File: config.mk
export PLATFORM = sky130hd
export DESIGN_NAME = adc_sqrt_pipe
export DESIGN_NICKNAME = d
export VERILOG_FILES = /design/src/hdl/adc_sqrt_pipe.sv
export SDC_FILE = /design/constraint.sdc
export NUM_CORES = 2
export LEC_CHECK = 0
export BUFFER_PORTS_ARGS = -buffer_cell sky130_fd_sc_hd__clkbuf_2
export CORE_MARGIN = 5
export CORE_UTILIZATION = 57
export DETAILED_ROUTE_END_ITERATION = 10
export PLACE_DENSITY = 0.76
export SYNTH_ARGS = -nofsm -noshare
export SYNTH_HDL_FRONTEND = slang
export SYNTH_SLANG_ARGS = --single-unit
File: constraint.sdc
create_clock -name clk -period 3 [get_ports clk]
set_clock_uncertainty 0.2 [all_clocks]
set_input_delay 0.15 -clock clk [delete_from_list [all_inputs] [get_ports clk]]
set_output_delay 0.15 -clock clk [all_outputs]
set_load 0.1 [all_outputs]
File: src/hdl/adc_sqrt_pipe.sv
// Pipelined integer square root, one root bit per stage, several lanes in step.
module adc_sqrt_pipe #(
  parameter int IN_W   = 34,
  parameter int LANES  = 2,
  parameter int SIDE_W = 1,
  localparam int RT_W  = (IN_W + 1) / 2
) (
  input  logic                          clk,
  input  logic                          rst_n,
  input  logic                          en,
  input  logic                          in_vld,
  input  logic [LANES-1:0][IN_W-1:0]    in_val,
  input  logic [SIDE_W-1:0]             in_side,
  output logic                          out_vld,
  output logic [LANES-1:0][RT_W-1:0]    out_root,
  output logic [SIDE_W-1:0]             out_side
);

  localparam int V_W   = 2 * RT_W;
  localparam int REM_W = RT_W + 2;

  logic                        vld_r  [RT_W];
  logic [LANES-1:0][V_W-1:0]   val_r  [RT_W];
  logic [LANES-1:0][REM_W-1:0] rem_r  [RT_W];
  logic [LANES-1:0][RT_W-1:0]  root_r [RT_W];
  logic [SIDE_W-1:0]           side_r [RT_W];

  for (genvar k = 0; k < RT_W; k++) begin : g_stg
    logic                        vld_i;
    logic [LANES-1:0][V_W-1:0]   val_i;
    logic [LANES-1:0][REM_W-1:0] rem_i;
    logic [LANES-1:0][RT_W-1:0]  root_i;
    logic [SIDE_W-1:0]           side_i;
    logic [LANES-1:0][REM_W-1:0] rem_nxt;
    logic [LANES-1:0][RT_W-1:0]  root_nxt;

    if (k == 0) begin : g_first
      assign vld_i  = in_vld;
      assign rem_i  = '0;
      assign root_i = '0;
      assign side_i = in_side;
      always_comb begin
        for (int l = 0; l < LANES; l++) begin
          val_i[l] = V_W'(in_val[l]);
        end
      end
    end else begin : g_next
      assign vld_i  = vld_r[k-1];
      assign val_i  = val_r[k-1];
      assign rem_i  = rem_r[k-1];
      assign root_i = root_r[k-1];
      assign side_i = side_r[k-1];
    end

    always_comb begin
      logic [REM_W+1:0] rem_sh;
      logic [REM_W+1:0] trial;
      for (int l = 0; l < LANES; l++) begin
        // Bring down the next two bits and try the odd step 4*root + 1.
        rem_sh = {rem_i[l], val_i[l][V_W-1-2*k -: 2]};
        trial  = {(REM_W-RT_W)'(0), root_i[l], 2'b01};
        if (rem_sh >= trial) begin
          rem_nxt[l]  = REM_W'(rem_sh - trial);
          root_nxt[l] = {root_i[l][RT_W-2:0], 1'b1};
        end else begin
          rem_nxt[l]  = rem_sh[REM_W-1:0];
          root_nxt[l] = {root_i[l][RT_W-2:0], 1'b0};
        end
      end
    end

    always_ff @(posedge clk) begin
      if (!rst_n) begin
        vld_r[k] <= 1'b0;
      end else if (en) begin
        vld_r[k] <= vld_i;
      end
    end

    always_ff @(posedge clk) begin
      if (en) begin
        val_r[k]  <= val_i;
        rem_r[k]  <= rem_nxt;
        root_r[k] <= root_nxt;
        side_r[k] <= side_i;
      end
    end
  end

  assign out_vld  = vld_r[RT_W-1];
  assign out_root = root_r[RT_W-1];
  assign out_side = side_r[RT_W-1];

endmodule

==> flow_summary.yaml <==
outcome:
  status: "complete, but fails checks"
  violations: "setup timing"
worst_setup_path:
  r2r-start: "rem_r[0][457]"
  critPathRequiredTime_ns: 3.30
  crit_chain: "ha_4 > buf_4 > o211ai_1 > a21oi_2 > o21ai_2 > o31a_1 > a22oi_2 > buf_6 > mux2_4"
  endpoint_kind: "flip-flop"
  cp_max_fo: 8
  crit_type: "reg -> reg"
  slowest_stage: "edfxtp_1"
  crit_start: "rem_r[0][457]"
  critPathLaunchType: "flip-flop"
  critPathMaxStageDelay_ns: 0.46
  crit_arrival_ns: 3.32
yosys:
  yosysWarnings: 0
  syn_area_per_cell_um2: 13.2
  syn_inst: 5046
  synth-main-ff-cell: "edfxtp_1"
  netlist_area_um2: 66600
  ys_seq_elements: 1448
  synth-edff-count: 1447
  yosysSeqAreaShare_pct: 65.2
  synthArstFlopShare_pct: 0
  ys_types: 96
sta:
  holdWs_ns: 0.142
  rsz0062_at_grt: "yes"
  period_share_pct: 101
  period_needed_ns: 3.02
  hold_violations: 0
  setup_viol: 11
  max_freq_ghz: 0.331
  relSlewSlack_pct: 52.5
  worst_slew_pin_slew_ns: 0.712
  worst_slack_ns: -0.0219
  drv_slew: 0
placed_design:
  dp_cells: 6796
  place.gp.congestion: 0.927
  io_buffers: 108
  hpwl_um: 85100
  place_worst_setup_slack_ns: -0.0517
  dpl-instance-area_um2: 70500
cells_and_area:
  layout_common_cells: "edfxtp_1, inv_1, nor2_1"
  fillers: 8005
  drive_above_1_share_pct: 11.4
  final_cells: 7226
  nets: 5995
  syn2layout_area_growth_pct: 16.0
  final_common_cell: "edfxtp_1"
  diodes: 0
  finalInstanceArea_um2: 77300
global_route:
  grt_pass1_vias: 39896
  grt_usage_pct: 19.8
  antenna_found_initial: 1
  grt_start_max_net_pins: 115
  grt_pass1_wl_um: 198000
  grt_overflow: 0
clock_network:
  htree_levels: 4
  root_buffer: "clkbuf_16"
  cts_tree: "yes"
  clk_latency_ns: 0.75
  cts_buffer_depth: 3
  clk_pin_slew_ns: 0.06
  clkSinkCount: 1448
  cts-buffers-inserted: 151
route:
  dr.pass1.iters: 8
  num_vias: 39946
  drtAntennaViolNets: 0
  vias_per_cell: 5.53
  drt_wl_total_um: 124000
  wl_per_cell_um: 17.1
  drt_iter0_drc: 2444
  drc: 0
floorplanning:
  core-area_um2: 116000
  start_util_pct: 57.3
  dieArea_um2: 124000
  dieHeight_um: 352
  num_rows: 125
  die_x_um: 352
  io-pin-count: 109
pwr:
  pwr_density_cell_nw_per_um2: 684
  power.total_mw: 52.9
  internal-power_mw: 39.5
  p_clk_share_pct: 34.6
  p_sw_mw: 13.3
  leakage_nw: 30.1
  pwr-share-seq_pct: 49.6
  p_comb_share_pct: 15.8
  peakVddDrop_mv: 0.662
  netSwitchingFraction_pct: 25.2
min_path:
  hold_path.class: "in -> reg"
  hp-start: "in_val[66]"
job:
  drv_cap: 0
## Yosys cell counts (8+ instances only)
| cell type | n | area [um2] |
|---|---|---|
| edfxtp_1 | 1447 | 43500 |
| inv_1 | 418 | 1570 |
| nor2_1 | 389 | 1460 |
| a21oi_1 | 347 | 1740 |
| ha_1 | 342 | 4280 |
| nand2_1 | 255 | 957 |
| xnor2_1 | 233 | 2040 |
| xor2_1 | 187 | 1640 |
| o21ai_1 | 116 | 581 |
| nor3_1 | 111 | 556 |
| o21ai_0 | 108 | 541 |
| nand3_1 | 70 | 350 |
| nand2b_1 | 69 | 432 |
| a21o_1 | 63 | 473 |
| o21a_1 | 63 | 473 |
| clkbuf_1 | 59 | 221 |
| or3_1 | 57 | 357 |
| nor4_1 | 56 | 350 |
| mux2_1 | 51 | 574 |
| nand4_1 | 45 | 282 |
| nor2b_1 | 43 | 269 |
| a211oi_1 | 38 | 285 |
| or4_1 | 36 | 270 |
| and3_1 | 35 | 219 |
| o31ai_1 | 31 | 233 |
| o211ai_1 | 29 | 218 |
| a31oi_1 | 22 | 138 |
| mux2_2 | 19 | 214 |
| inv_2 | 17 | 63.8 |
| nand3b_1 | 17 | 128 |
| o21bai_1 | 17 | 128 |
| and2_1 | 15 | 93.8 |
| or2_1 | 14 | 87.6 |
| mux2i_1 | 13 | 130 |
| nor3b_1 | 13 | 97.6 |
| a21boi_1 | 12 | 90.1 |
| a2111oi_0 | 10 | 87.6 |
| buf_2 | 10 | 50.1 |
| a211o_1 | 8 | 70.1 |
| a31o_1 | 8 | 70.1 |
| and4_1 | 8 | 70.1 |
| o31a_1 | 8 | 70.1 |
## metal layers
metal,vias up,share of wire [%],wire [um],GRT usage [%]
met1,18992,40,49300,23.2
met5,-,0.011,13,0
met3,300,3.8,4700,3.03
li1,19768,-,-,-
met2,884,53,65200,36.5
met4,2,3.7,4530,7.96
## flip-flops by register name (all words and copies together), names as in the netlist
signal and cells:
val_r 544, rem_r 564, side_r 17, vld_r 17, root_r 306
## stage by stage
| stage | utilization [%] | TNS, ns |
|---|---|---|
| after CTS | 66.2 | 0 |
| final | 66.5 | -0.152 |
| after floorplan | - | 0 |
| after global placement | 60.7 | -0.0951 |
| after global routing | 66.5 | -1.10 |
| after detailed placement | 60.7 | -0.416 |
## worst max-delay path: cells and delay by family, from the launching register on
kind                       cells  cell delay [ns]
buffers and inverters          2             0.36
DFF                            1             0.46
adders and majority gates      1             0.32
AOI/OAI and AO/OA              5             1.11
muxes                          1             0.32
## power by group through the flow
stage	Clock, mW	Sequential (mW)	Combinational (mW)
floorplan	0	26.3	5.60
global placement	0	26.6	7.79
detailed placement	0	26.6	7.97
CTS	18.7	26.2	8.19
global route	19.6	26.4	9.28
finish	18.3	26.2	8.37
## path summary, 6_finish.rpt
path	end	slack, ns	cells after the start
worst max-delay path	rem_r[0][499]	-0.02	9
worst min-delay path	rem_r[0][20]	0.14	3
worst max register to register	rem_r[0][499]	-0.02	9
worst min register to register	val_r[0][753]	0.20	0
## area by class of cell
| class | instances | area (um2) | share of cell area (%) |
|---|---|---|---|
| sequential | 1448 | 43500 | 56.2 |
| multi-input combinational | 3087 | 21600 | 27.9 |
| clock buffer | 183 | 4000 | 5.18 |
| timing repair buffer | 455 | 3820 | 4.94 |
| tap | 1524 | 1910 | 2.47 |
| inverter | 437 | 1640 | 2.13 |
| clock inverter | 92 | 890 | 1.15 |
## cell families (layout without fill, tap and decap cells)
family | count (synthesis) | after routing | synth area share, %
flops | 1448 | 1448 | 65.2
simple gates | 1274 | 1274 | 9.53
compound gates | 966 | 966 | 8.97
buf+inv | 512 | 1167 | 2.92
xor+xnor | 420 | 420 | 5.52
fa+ha+maj | 342 | 342 | 6.42
mux | 83 | 83 | 1.38
other cells | 1 | 2 | 0.00563
## what timing repair did
action                                  CTS  global route
hold buffers                            145             0
setup buffers                             1             8
endpoints found under the setup margin   13            81
endpoints found under the hold margin   945             0
cloned                                    1             0
pin swaps                                 1            11
resized for setup                         7            59
No activity file was read; power rests on OpenSTA's default activity.
